**src/rtl/core/rrlt_pkg.sv**
```systemverilog
// Shared types and constants of the row-run line tracker.
package rrlt_pkg;

  localparam int COL_W      = 10;
  localparam int ROW_W      = 10;
  localparam int LEN_W      = 11;
  localparam int MID_W      = 11;
  localparam int LSUM_W     = 21;
  localparam int MASK_W     = 16;
  localparam int NT_W       = 4;
  localparam int ROW_WIDTH  = 1024;
  localparam int LEN_CAP    = (ROW_WIDTH < 2047) ? ROW_WIDTH : 2047;
  localparam int DIV_STEPS  = LSUM_W;
  localparam int DCNT_W     = $clog2(DIV_STEPS + 1);

  localparam logic [LEN_W-1:0]  MIN_LEN_RST = LEN_W'(10);
  localparam logic [LEN_W-1:0]  COUNT_MAX   = {LEN_W{1'b1}};
  localparam logic [LSUM_W:0]   SUM_MAX     = {1'b0, {LSUM_W{1'b1}}};

  localparam int MAX_TRACKS_DEF       = 16;
  localparam int MIDPOINT_HISTORY_DEF = 10;

  typedef struct packed {
    logic [7:0]       pixel;
    logic [COL_W-1:0] column;
    logic [ROW_W-1:0] row_index;
    logic             row_end;
    logic             frame_start;
  } in_t;

  typedef struct packed {
    logic [COL_W-1:0]  segment_start;
    logic [ROW_W-1:0]  segment_row;
    logic [LEN_W-1:0]  segment_length;
    logic [MASK_W-1:0] joined_mask;
    logic              created_new;
    logic [NT_W-1:0]   new_track;
    logic              table_full;
  } out_t;

  typedef struct packed {
    logic [COL_W-1:0] start;
    logic [LEN_W-1:0] length;
  } seg_t;

  typedef struct packed {
    logic clear;
    logic div_start;
    logic div_step;
    logic commit;
  } cell_ctl_t;

  typedef enum logic [1:0] {
    ST_RUN,
    ST_DIV,
    ST_DECIDE
  } st_t;

endpackage

```
**src/rtl/core/rrlt_div.sv**
```systemverilog
// Restoring divider that produces one quotient bit per step.
module rrlt_div #(
  parameter int DW = 21,
  parameter int VW = 11
) (
  input  logic          clk,
  input  logic          start,
  input  logic          step,
  input  logic [DW-1:0] dividend,
  input  logic [VW-1:0] divisor,
  output logic [DW-1:0] quotient
);
  logic [VW-1:0] rem_r, rem_nxt;
  logic [DW-1:0] quo_r, quo_nxt;
  logic [VW:0]   rem_sh;

  always_comb begin
    rem_sh  = {rem_r, quo_r[DW-1]};
    rem_nxt = rem_r;
    quo_nxt = quo_r;
    if (start) begin
      rem_nxt = '0;
      quo_nxt = dividend;
    end else if (step) begin
      if (rem_sh >= {1'b0, divisor}) begin
        rem_nxt = VW'(rem_sh - {1'b0, divisor});
        quo_nxt = {quo_r[DW-2:0], 1'b1};
      end else begin
        rem_nxt = rem_sh[VW-1:0];
        quo_nxt = {quo_r[DW-2:0], 1'b0};
      end
    end
  end

  always_ff @(posedge clk) begin
    rem_r <= rem_nxt;
    quo_r <= quo_nxt;
  end

  assign quotient = quo_r;
endmodule

```
**src/rtl/core/rrlt_cell.sv**
```systemverilog
// One track cell: track state, midpoint history, means and the join test.
module rrlt_cell #(
  parameter int MIDPOINT_HISTORY = rrlt_pkg::MIDPOINT_HISTORY_DEF
) (
  input  logic                clk,
  input  logic                rst_n,
  input  rrlt_pkg::cell_ctl_t ctl,
  input  rrlt_pkg::seg_t      seg,
  input  logic                open,
  input  logic                hit_in,
  output logic                hit,
  output logic                hit_out,
  output logic                valid
);
  import rrlt_pkg::*;

  localparam int SLOT_W = (MIDPOINT_HISTORY > 1) ? $clog2(MIDPOINT_HISTORY) : 1;
  localparam int FILL_W = $clog2(MIDPOINT_HISTORY + 1);
  localparam int MSUM_W = $clog2(MIDPOINT_HISTORY * 2047 + 1);

  logic               valid_r;
  logic [COL_W-1:0]   last_start_r;
  logic [LEN_W-1:0]   last_len_r;
  logic [MID_W-1:0]   hist_r [MIDPOINT_HISTORY];
  logic [MIDPOINT_HISTORY-1:0] full_r;
  logic [SLOT_W-1:0]  slot_r;
  logic [FILL_W-1:0]  fill_r;
  logic [MSUM_W-1:0]  msum_r;
  logic [LSUM_W-1:0]  lsum_r;
  logic [LEN_W-1:0]   cnt_r;

  logic [LSUM_W-1:0]  mid_q, len_q;
  logic [MID_W-1:0]   new_mid, old_mid;
  logic               add_en, sum_ok, overlap, in_range;
  logic [LSUM_W:0]    lsum_try;
  logic [12:0]        x_w, m_w, a_w;

  rrlt_div #(.DW(LSUM_W), .VW(FILL_W)) u_mid_div (
    .clk(clk), .start(ctl.div_start), .step(ctl.div_step),
    .dividend(LSUM_W'(msum_r)), .divisor(fill_r), .quotient(mid_q)
  );

  rrlt_div #(.DW(LSUM_W), .VW(LEN_W)) u_len_div (
    .clk(clk), .start(ctl.div_start), .step(ctl.div_step),
    .dividend(lsum_r), .divisor(cnt_r), .quotient(len_q)
  );

  always_comb begin
    if (last_start_r <= seg.start) begin
      overlap = ({2'b0, seg.start} <= ({2'b0, last_start_r} + {1'b0, last_len_r}));
    end else begin
      overlap = ({2'b0, last_start_r} <= ({2'b0, seg.start} + {1'b0, seg.length}));
    end
    x_w      = {3'b0, seg.start};
    m_w      = {2'b0, mid_q[MID_W-1:0]};
    a_w      = {2'b0, len_q[LEN_W-1:0]};
    in_range = ((x_w + a_w) >= m_w) && (x_w <= (m_w + a_w));
    hit      = valid_r && overlap && in_range;
  end

  assign hit_out = hit_in | hit;
  assign valid   = valid_r;
  assign add_en  = ctl.commit && (hit || open);
  assign new_mid = MID_W'({1'b0, seg.start} + (seg.length >> 1));
  assign old_mid = full_r[slot_r] ? hist_r[slot_r] : '0;
  assign lsum_try = {1'b0, lsum_r} + (LSUM_W + 1)'(seg.length);
  assign sum_ok  = (cnt_r < COUNT_MAX) && (lsum_try <= SUM_MAX);

  always_ff @(posedge clk) begin
    if (!rst_n || ctl.clear) begin
      valid_r <= 1'b0;
      full_r  <= '0;
      slot_r  <= '0;
      fill_r  <= '0;
      msum_r  <= '0;
      lsum_r  <= '0;
      cnt_r   <= '0;
    end else if (add_en) begin
      valid_r        <= 1'b1;
      full_r[slot_r] <= 1'b1;
      slot_r <= (slot_r == SLOT_W'(MIDPOINT_HISTORY - 1)) ? '0 : SLOT_W'(slot_r + 1'b1);
      if (fill_r != FILL_W'(MIDPOINT_HISTORY)) begin
        fill_r <= FILL_W'(fill_r + 1'b1);
      end
      msum_r <= MSUM_W'(msum_r - MSUM_W'(old_mid) + MSUM_W'(new_mid));
      if (sum_ok) begin
        lsum_r <= lsum_try[LSUM_W-1:0];
        cnt_r  <= LEN_W'(cnt_r + 1'b1);
      end
    end
  end

  always_ff @(posedge clk) begin
    if (add_en) begin
      last_start_r   <= seg.start;
      last_len_r     <= seg.length;
      hist_r[slot_r] <= new_mid;
    end
  end
endmodule

```
**config.mk**
```make
export PLATFORM = sky130hd
export DESIGN_NAME = rrlt_cell
export DESIGN_NICKNAME = d
export VERILOG_FILES = /design/src/rtl/core/rrlt_pkg.sv /design/src/rtl/core/rrlt_div.sv /design/src/rtl/core/rrlt_cell.sv
export SDC_FILE = /design/constraint.sdc
export NUM_CORES = 1
export LEC_CHECK = 0
export BUFFER_PORTS_ARGS = -buffer_cell sky130_fd_sc_hd__clkbuf_2
export CAP_MARGIN = 20
export CORE_ASPECT_RATIO = 0.5
export CORE_MARGIN = 2
export CORE_UTILIZATION = 30
export DETAILED_ROUTE_END_ITERATION = 6
export GPL_TIMING_DRIVEN = 0
export SYNTH_ARGS = -nofsm -noshare
export SYNTH_HDL_FRONTEND = slang
export SYNTH_SLANG_ARGS = --single-unit
```
**constraint.sdc**
```tcl
create_clock -name clk -period 9.6 [get_ports clk]
set_input_delay 0 -clock clk [delete_from_list [all_inputs] [get_ports clk]]
set_output_delay 0 -clock clk [all_outputs]
set_load 0.005 [all_outputs]
```
==> results of run 1 <==
per-stage QoR:
| stage | util | total power [W] | instances | area [µm²] | hold WS [ps] |
|---|---|---|---|---|---|
| after floorplan | - | 0.00206 | 1446 | 15500 | 87.9 |
| after global placement | 0.326 | 0.00228 | 2166 | 16500 | 254 |
| after detailed placement | 0.327 | 0.00230 | 2170 | 16600 | 260 |
| final | 0.350 | 0.00329 | 2252 | 17700 | 79.1 |
| after CTS | 0.350 | 0.00332 | 2247 | 17700 | 66.8 |
| after global routing | 0.350 | 0.00349 | 2252 | 17700 | 143 |
cell usage after synthesis (33+ instances only):
cell,n,area (µm²)
inv_1,118,443
a21oi_1,86,430
nand3_1,38,190
nor2_1,89,334
edfxtp_1,167,5010
a211oi_1,33,248
clkbuf_1,37,139
dfxtp_1,91,1820
mux2i_1,35,350
ha_1,146,1830
nand2_1,104,390
o21ai_0,70,350
area by class of cell:
class                           count  area [µm²]
Inverter                          119         447
Sequential cell                   258        6840
Buffer                             49         206
Clock inverter                      7        50.0
Fill cell                        5050       32900
Clock buffer                       45         816
Tap cell                          690         863
Multi-Input combinational cell   1020        8020
Timing Repair Buffer               64         479
registers in the layout, summed over array words and instances, names as in the netlist, named ones only:
register / count
hist_r: 110
lsum_r: 21
u_len_div.quotient: 21
u_mid_div.quotient: 21
msum_r: 15
cnt_r: 11
last_len_r: 11
u_len_div.rem_r: 11
full_r: 10
last_start_r: 10
fill_r: 4
slot_r: 4
u_mid_div.rem_r: 4
valid: 1
power by group:
group	internal [W]	switching, W	leakage [nW]
registers	0.00126	0.0000427	2.32
clock network	0.000581	0.000424	0.413
logic	0.000431	0.000553	3.85
total	0.00227	0.00102	6.58
cell families (layout without fill, tap and decap cells):
group / after synthesis / after routing
simple gates: 380 / 380
compound gates: 333 / 333
buf+inv: 168 / 284
mux: 85 / 85
fa+ha+maj: 165 / 165
flops: 258 / 258
xor+xnor: 57 / 57
worst min-delay path by stage:
stage	start	end	slack [ps]
after detailed placement	hit_in	hit_out	260
final	ctl[1]	u_mid_div.rem_r[1]	80
after CTS	ctl[1]	u_mid_div.rem_r[1]	70
after global routing	ctl[1]	u_mid_div.rem_r[0]	140
after global placement	hit_in	hit_out	250
after floorplan	hit_in	hit_out	90
tightest hold or removal path, cell delays in order:
cell	delay (ps)
clkbuf_1	310
mux2i_1	200
nor2_1	70
layer usage:
layer  wire length, µm  share of wire
met1             18200           0.49
met2             16800           0.45
met3              1380          0.037
met4               633          0.017
met5                 0              0
==> flow_summary_export.csv, run 1 <==
group,metric,value,unit
clock_network,clk_pin_slew,60,ps
yosys,yosys_warnings,0,
yosys,synthAdderAreaFrac,0.142,
yosys,yosysUniqueCellTypes,68,
clock_network,clkLatencyLatePin,540,ps
global_route,antenna_found_initial,0,
clock_network,cts_setup_buffers,0,
critical_path,timing.critical_path.from,"u_len_div.quotient[0]",
detailed_routing,drcViolationCount,0,
yosys,synthesis.area,0.0155,mm²
critical_path,path_cells,"ha_1, fa_1, a21o_1, a21oi_1, o21bai_1, a21oi_1, o21bai_1, a21oi_1, xnor2_1, ha_1, nand4_1, nor2_1, a21oi_1, a31oi_1, a211oi_1, o41ai_4, nand2_2, or3_1, buf_6, nor2_1",
global_route,grt_util_all_layers,0.137,
critical_path,cp_slowest_cell,"nor2_1",
critical_path,path_class,"reg2reg",
place,place.gp.congestion,0.841,
run_status,status,"finished, final reports clean",
critical_path,cp_data_required_time,9760,ps
die,chipHeight,165,µm
critical_path,rrSetupSlack,3550,ps
sta,finalSetupTns,0,ps
global_route,met1_usage,0.195,
place,dpl_worst_slack,3470,ps
detailed_routing,num_vias,11116,
critical_path,endpoint,"hist_r[3][6]",
yosys,syn-num-nets,1640,
clock_network,htreeDepth,1,
yosys,ys.flop_type,"edfxtp_1",
yosys,synth-compound-area-share,0.145,
clock_network,cts_buffer_depth,3,
clock_network,cts_buffers,28,
cells_and_area,nNetsFinal,1734,
critical_path,cp.depth,20,
yosys,synthArstFlopShare,0,
sta,final.min_clock_period,6050,ps
critical_path,end_kind,"flip-flop",
clock_network,cts-resized-gates,0,
yosys,ys_seq_area_frac,0.441,
cells_and_area,final_common_cell,"edfxtp_1",
detailed_routing,post_drt_via_cell_ratio,4.94,
clock_network,cts_hold_buf,25,
die,num_rows,58,
min_path,min_delay_path_depth,3,
critical_path,slowest_delay,810,ps
sta,worst_slew_pin_slew,1060,ps
place,dp_hpwl,27800,µm
power_and_ir_drop,vdd_ir_drop_max,0.117,mV
critical_path,r2r_start,"u_len_div.quotient[0]",
critical_path,cp_top_family,"compound AO/OA/AOI/OAI gates",
die,core,0.0506,mm²
detailed_routing,totalWireLength,37000,µm
power_and_ir_drop,powerDensity,186,mW/mm²
yosys,synthCells,1446,
global_route,grt_start_max_net_pins,39,
global_route,grt_pass1_vias,10672,
sta,finalClockSkew,10.2,ps
sta,slew_headroom,0.291,
global_route,grt_overflow,0,
cells_and_area,diodes,0,
detailed_routing,drt_iter0_drc,670,
yosys,synth_top_family_by_area,"compound AO/OA/AOI/OAI gates",
yosys,synth_mux_area_frac,0.0764,
critical_path,crit_top_cell,"a21oi_1",
sta,timing.fmax,165,MHz
clock_network,cts_tree,"done",
die,die_w,325,µm
global_route,met2_usage,0.226,
yosys,synthXorXnorAreaFrac,0.0322,
flow_run,maxCapViolCount,0,
critical_path,critPathArrivalTime,6210,ps
cells_and_area,drive_above_1_share,0.107,
yosys,synth_edf_count,167,
sta,post-route-period-util,0.630,
power_and_ir_drop,leakage,6.58,nW
sta,setup_viol,0,
global_route,top_usage_layer,"met2",
die,dieArea,0.0536,mm²
yosys,syn_area_per_cell,10.7,µm²
clock_network,clock_sinks,258,
sta,hold_violations,0,
cells_and_area,area_growth,14.4,%
critical_path,cp.buffers_inverters,1,
sta,timing.final.ws_setup,3550,ps
detailed_routing,wl_per_cell,16.4,µm
detailed_routing,dr.pass1.iters,5,
min_path,holdCritPathClass,"in2reg",
place,port_buffers,30,
global_route,grt_pass1_wl,58600,µm
sta,rsz0062_at_grt,"false",
yosys,synthSimpleGateAreaFrac,0.120,
yosys,synth_seq_cells,258,
die,ioPinCount,32,
critical_path,rr_endpoint,"hist_r[3][6]",
sta,drv_slew,0,
global_route,gr-usage-met3,0.0136,
die,start_util,0.306,
detailed_routing,ant_nets,0,
clock_network,clock-root-buffer,"clkbuf_16",
critical_path,r2r_cells,20,
critical_path,crit_fanout,11,
critical_path,startpoint_type,"flip-flop",
cells_and_area,layout_common_cells,"edfxtp_1, ha_1, inv_1",
Power figures use the tool's default switching activity.
==> run 2: changes to the inputs <==
Clock period 9.6 ns to 5.55 ns, I/O delays scaled along.
==> run 2 against run 1 <==
Critical path depth grew 2. Design area increased by 0.36%. Clock power up 72%. Sequential power up 74%. Worst setup slack worse by 3200 ps. Final cell count is the same. Highest routed layer unchanged. Die area is the same.
==> flow_summary_export.csv, run 2 (same netlist as run 1, synthesis figures left out) <==
group,metric,value,unit
critical_path,critPathArrivalTime,5710,ps
sta,worst_slew_pin_slew,1050,ps
die,num_rows,58,
clock_network,cts_tree,"done",
cells_and_area,layout_common_cells,"edfxtp_1, ha_1, inv_1",
critical_path,end_kind,"flip-flop",
detailed_routing,ant_nets,0,
critical_path,timing.critical_path.from,"slot_r[0]",
power_and_ir_drop,fin_total_pwr,0.00572,W
critical_path,cp_slowest_cell,"mux4_2",
die,dieArea,0.0536,mm²
global_route,grt_util_all_layers,0.138,
cells_and_area,diodes,0,
critical_path,cp_top_family,"compound AO/OA/AOI/OAI gates",
detailed_routing,wl_per_cell,16.5,µm
die,chipHeight,165,µm
place,port_buffers,30,
detailed_routing,drt_iter0_drc,677,
clock_network,htreeDepth,1,
detailed_routing,totalWireLength,37100,µm
critical_path,cp_data_required_time,6010,ps
clock_network,clkLatencyLatePin,540,ps
run_status,status,"finished, final reports clean",
power_and_ir_drop,leakage,6.60,nW
power_and_ir_drop,vdd_ir_drop_max,0.207,mV
sta,finalClockSkew,10.9,ps
sta,post-route-period-util,0.945,
critical_path,path_cells,"clkbuf_1, mux4_2, mux2i_1, nor2_1, a21oi_1, clkbuf_2, a211oi_1, ha_1, inv_1, ha_1, inv_1, fa_1, nand2b_1, a21oi_1, o211ai_1, a21oi_1, a2111oi_1, nor3_1, buf_4, mux2_2, or4_1, a21oi_1",
global_route,grt_pass1_wl,58800,µm
place,dp_hpwl,27800,µm
global_route,grt_start_max_net_pins,39,
critical_path,slowest_delay,550,ps
critical_path,r2r_start,"slot_r[0]",
detailed_routing,dr.pass1.iters,5,
cells_and_area,largest_register,"hist_r",
clock_network,clock_sinks,258,
critical_path,cp.buffers_inverters,5,
die,die_w,325,µm
clock_network,cts_buffer_depth,3,
critical_path,crit_fanout,10,
cells_and_area,drive_above_1_share,0.116,
sta,setup_viol,0,
cells_and_area,area_growth,14.8,%
power_and_ir_drop,powerDensity,322,mW/mm²
sta,hold_violations,0,
sta,timing.final.ws_setup,303,ps
die,start_util,0.306,
cells_and_area,nNetsFinal,1734,
global_route,grt_pass1_vias,10697,
global_route,antenna_found_initial,0,
detailed_routing,num_vias,11118,
sta,drv_slew,0,
die,ioPinCount,32,
flow_run,maxCapViolCount,0,
place,place.gp.congestion,0.841,
die,core,0.0506,mm²
cells_and_area,final_common_cell,"edfxtp_1",
critical_path,path_class,"reg2reg",
clock_network,clock-root-buffer,"clkbuf_16",
sta,rsz0062_at_grt,"true",
sta,timing.fmax,191,MHz
detailed_routing,drcViolationCount,0,
min_path,holdCritPathClass,"in2reg",
sta,final.min_clock_period,5250,ps
critical_path,crit_top_cell,"a21oi_1",
clock_network,clk_pin_slew,60,ps
global_route,grt_overflow,0,
critical_path,startpoint_type,"flip-flop",
cells_and_area,largest_reg_flops,110,
sta,finalSetupTns,0,ps
sta,slew_headroom,0.294,
place,dpl_worst_slack,-579,ps
clock_network,cts_buffers,28,
detailed_routing,post_drt_via_cell_ratio,4.94,
min_path,hold_start,"ctl[1]",
run 2: cell type report:
type | instances | area [µm²]
Timing Repair Buffer | 65 | 483
Sequential cell | 258 | 6840
Tap cell | 690 | 863
Multi-Input combinational cell | 1020 | 8070
Clock buffer | 45 | 816
Clock inverter | 7 | 50.0
Inverter | 119 | 447
Fill cell | 5042 | 32800
Buffer | 48 | 214
run 2: where the power goes:
group | switching, W | leakage, nW | internal, W
registers | 0.0000749 | 2.32 | 0.00218
clock network | 0.000737 | 0.413 | 0.00101
logic | 0.000963 | 3.87 | 0.000761
run 2: worst paths after layout:
path	to	slack (ps)	cells past startpoint
max	msum_r[14]	300	22
min	u_mid_div.rem_r[1]	80	3
max reg2reg	msum_r[14]	300	22
min reg2reg	full_r[4]	450	2
run 2: worst reg2reg max path, cell delays in order (launching register included):
cell and delay (ps):
dfxtp_1 300, clkbuf_1 280, mux4_2 550, mux2i_1 150, nor2_1 60, a21oi_1 210
clkbuf_2 270, a211oi_1 80, ha_1 320, inv_1 60, ha_1 190, inv_1 60
fa_1 390, nand2b_1 200, a21oi_1 240, o211ai_1 140, a21oi_1 240, a2111oi_1 100
nor3_1 200, buf_4 160, mux2_2 340, or4_1 470, a21oi_1 160
run 2: stage by stage:
stage | cell area, µm² | hold slack, ps | instances | utilization
after CTS | 17700 | 66.8 | 2249 | 0.351
after global routing | 17800 | 143 | 2252 | 0.352
after floorplan | 15500 | 87.9 | 1446 | -
after detailed placement | 16600 | 260 | 2170 | 0.327
final | 17800 | 78.8 | 2252 | 0.352
after global placement | 16500 | 254 | 2166 | 0.326
run 2: timing repair:
action / 4_1_cts / 5_1_grt
hold endpoints to repair: 30 / 0
gates resized for setup: 19 / 9
hold buffers: 25 / 0
endpoints found under the setup margin: 67 / 17
setup buffers: 2 / 2
pin swaps: 1 / 1
run 2: metal layers:
metal	global-route usage	part of all wire
met5	0	0
met4	0.0311	0.017
met3	0.0136	0.031
met2	0.228	0.45
met1	0.195	0.50
==> run 3: changes to the inputs <==
Settings changed: CORE_ASPECT_RATIO 0.5 to 1.5, CORE_MARGIN 2 to 4.
==> run 3 against run 2 <==
Via count grew 1.6%. Die area grew 3.4%. Hold slack lost 28 ps. Design area grew 0.30%. Sequential power is essentially flat. Utilization shrank 0.13 points. Clock-buffer cell count shrank 9. Combinational power grew 2%.
==> flow_summary_export.csv, run 3 (same netlist as run 1, synthesis figures left out) <==
group,metric,value,unit
die,core,0.0509,mm²
detailed_routing,dr.pass1.iters,5,
global_route,gr-usage-met3,0.0133,
place,dpl.cell_count,2149,
global_route,grt_start_max_net_pins,39,
global_route,grt_pass1_wl,60300,µm
detailed_routing,num_vias,11297,
global_route,met1_usage,0.137,
min_path,holdCritPathClass,"in2reg",
critical_path,end_kind,"flip-flop",
cells_and_area,largest_reg_flops,110,
sta,slew_headroom,0.333,
sta,finalClockSkew,34.6,ps
sta,setup_viol,0,
flow_run,maxCapViolCount,0,
place,port_buffers,30,
power_and_ir_drop,fin_total_pwr,0.00581,W
place,dpl_worst_slack,-939,ps
power_and_ir_drop,p_int,0.00399,W
die,dieArea,0.0554,mm²
clock_network,cts_buffer_depth,3,
global_route,antenna_found_initial,0,
critical_path,rr_endpoint,"hist_r[2][7]",
cells_and_area,final_common_cell,"edfxtp_1",
cells_and_area,largest_register,"hist_r",
global_route,grt_pass1_vias,11675,
clock_network,clk_pin_slew,70,ps
power_and_ir_drop,switching_power,0.00181,W
min_path,holdPathEnd,"u_mid_div.quotient[19]",
run_status,status,"finished, final reports clean",
detailed_routing,wl_per_cell,17.3,µm
cells_and_area,drive_above_1_share,0.122,
critical_path,critPathArrivalTime,5390,ps
global_route,grt_util_all_layers,0.134,
sta,post-route-period-util,0.938,
place,place.gp.congestion,0.844,
sta,worst_slew_pin_slew,994,ps
detailed_routing,ant_nets,0,
clock_network,cts_tree,"done",
power_and_ir_drop,leakage,6.65,nW
power_and_ir_drop,clkPwrFrac,0.308,
cells_and_area,nNetsFinal,1731,
cells_and_area,layout_common_cells,"edfxtp_1, ha_1, inv_1",
clock_network,clock-root-buffer,"clkbuf_16",
sta,finalSetupTns,0,ps
clock_network,htreeDepth,1,
sta,drv_slew,0,
critical_path,startpoint_type,"flip-flop",
sta,timing.final.ws_setup,344,ps
die,num_rows,101,
sta,hold_violations,0,
critical_path,r2r_cells,21,
die,start_util,0.304,
power_and_ir_drop,swShare,0.312,
cells_and_area,area_growth,15.2,%
power_and_ir_drop,combPwrFrac,0.304,
global_route,top_usage_layer,"met2",
cells_and_area,diodes,0,
power_and_ir_drop,sequentialPowerShare,0.388,
detailed_routing,post_drt_via_cell_ratio,5.08,
place,dp_hpwl,29500,µm
clock_network,clkLatencyLatePin,550,ps
cells_and_area,finalNonFillerCells,2223,
global_route,grt_overflow,0,
clock_network,clock_sinks,258,
critical_path,path_class,"reg2reg",
detailed_routing,totalWireLength,38400,µm
die,ioPinCount,32,
sta,whs,50.5,ps
min_path,hold_start,"ctl[1]",
min_path,min_delay_path_depth,3,
detailed_routing,drt_iter0_drc,596,
clock_network,cts_buffers,25,
power_and_ir_drop,powerDensity,325,mW/mm²
critical_path,cp_data_required_time,5730,ps
detailed_routing,drcViolationCount,0,
power_and_ir_drop,vdd_ir_drop_max,0.215,mV
sta,timing.fmax,192,MHz
sta,final.min_clock_period,5210,ps
global_route,met2_usage,0.269,
critical_path,rrSetupSlack,340,ps
critical_path,r2r_start,"u_len_div.quotient[0]",
die,chipHeight,286,µm
die,die_w,194,µm
critical_path,crit_fanout,11,
[run 3: cell types whose count changed in the layout (fill, tap and decap cells not counted), sizes merged]
cell / previous run / this run
clkbuf: 111 / 100
clkinvlp: 2 / 0
bufinv: 0 / 3
buf: 22 / 24
[run 3: worst max path at each step]
stage	from	end	slack, ps	depth (start not counted)
after floorplan	u_len_div.quotient[0]	hist_r[0][0]	520	20
after global placement	last_start_r[1]	hist_r[8][10]	-1310	17
after detailed placement	last_start_r[1]	hist_r[1][10]	-940	18
after CTS	last_start_r[1]	hist_r[1][0]	20	19
after global routing	seg[12]	msum_r[14]	-9	22
final	u_len_div.quotient[0]	hist_r[2][7]	340	21
[run 3: stage by stage]
step	instance area, µm²	utilization
2_1_floorplan	15500	-
3_3_place_gp	16500	0.324
3_5_place_dp	16500	0.325
4_1_cts	17700	0.348
5_1_grt	17800	0.350
6_report	17800	0.350
[run 3: routing by layer]
metal | part of all wire | routed length (µm)
met1 | 0.37 | 14100
met5 | 0 | 0
met2 | 0.56 | 21600
met4 | 0.040 | 1550
met3 | 0.028 | 1090
[run 3: power by group through the flow]
stage	Sequential, W	Combinational [W]	Clock, W
2_1_floorplan	0.00226	0.00131	0
3_3_place_gp	0.00229	0.00166	0
3_5_place_dp	0.00229	0.00171	0
4_1_cts	0.00225	0.00174	0.00183
5_1_grt	0.00227	0.00197	0.00191
6_report	0.00225	0.00176	0.00179
[run 3: cell type report]
type | count | area [µm²]
buffer | 47 | 210
inverter | 119 | 447
fill | 5035 | 33100
clock inverter | 8 | 123
sequential | 258 | 6840
timing repair buffer | 66 | 532
multi-input combinational | 1020 | 8120
clock buffer | 36 | 727
tap | 669 | 837
[run 3: worst max-delay path: stages (launching register included)]
cell,delay (ps)
edfxtp_1,460
ha_1,250
fa_1,400
a21o_1,170
a21oi_1,230
o21bai_1,90
a21oi_1,240
o21bai_1,140
a21oi_2,200
xnor2_1,100
ha_1,320
nand4_1,130
nor2_1,120
a21oi_1,120
a31oi_1,220
a211oi_2,90
o41ai_4,290
buf_4,210
nand2_2,180
or3_1,370
buf_6,170
nor2_4,360
[run 3: repair_timing]
action | in CTS | in global routing
hold buffers | 25 | 0
endpoints found under the setup margin | 134 | 158
hold endpoints to repair | 28 | 0
setup buffers | 2 | 4
resized for setup | 22 | 16
pin swaps | 1 | 4
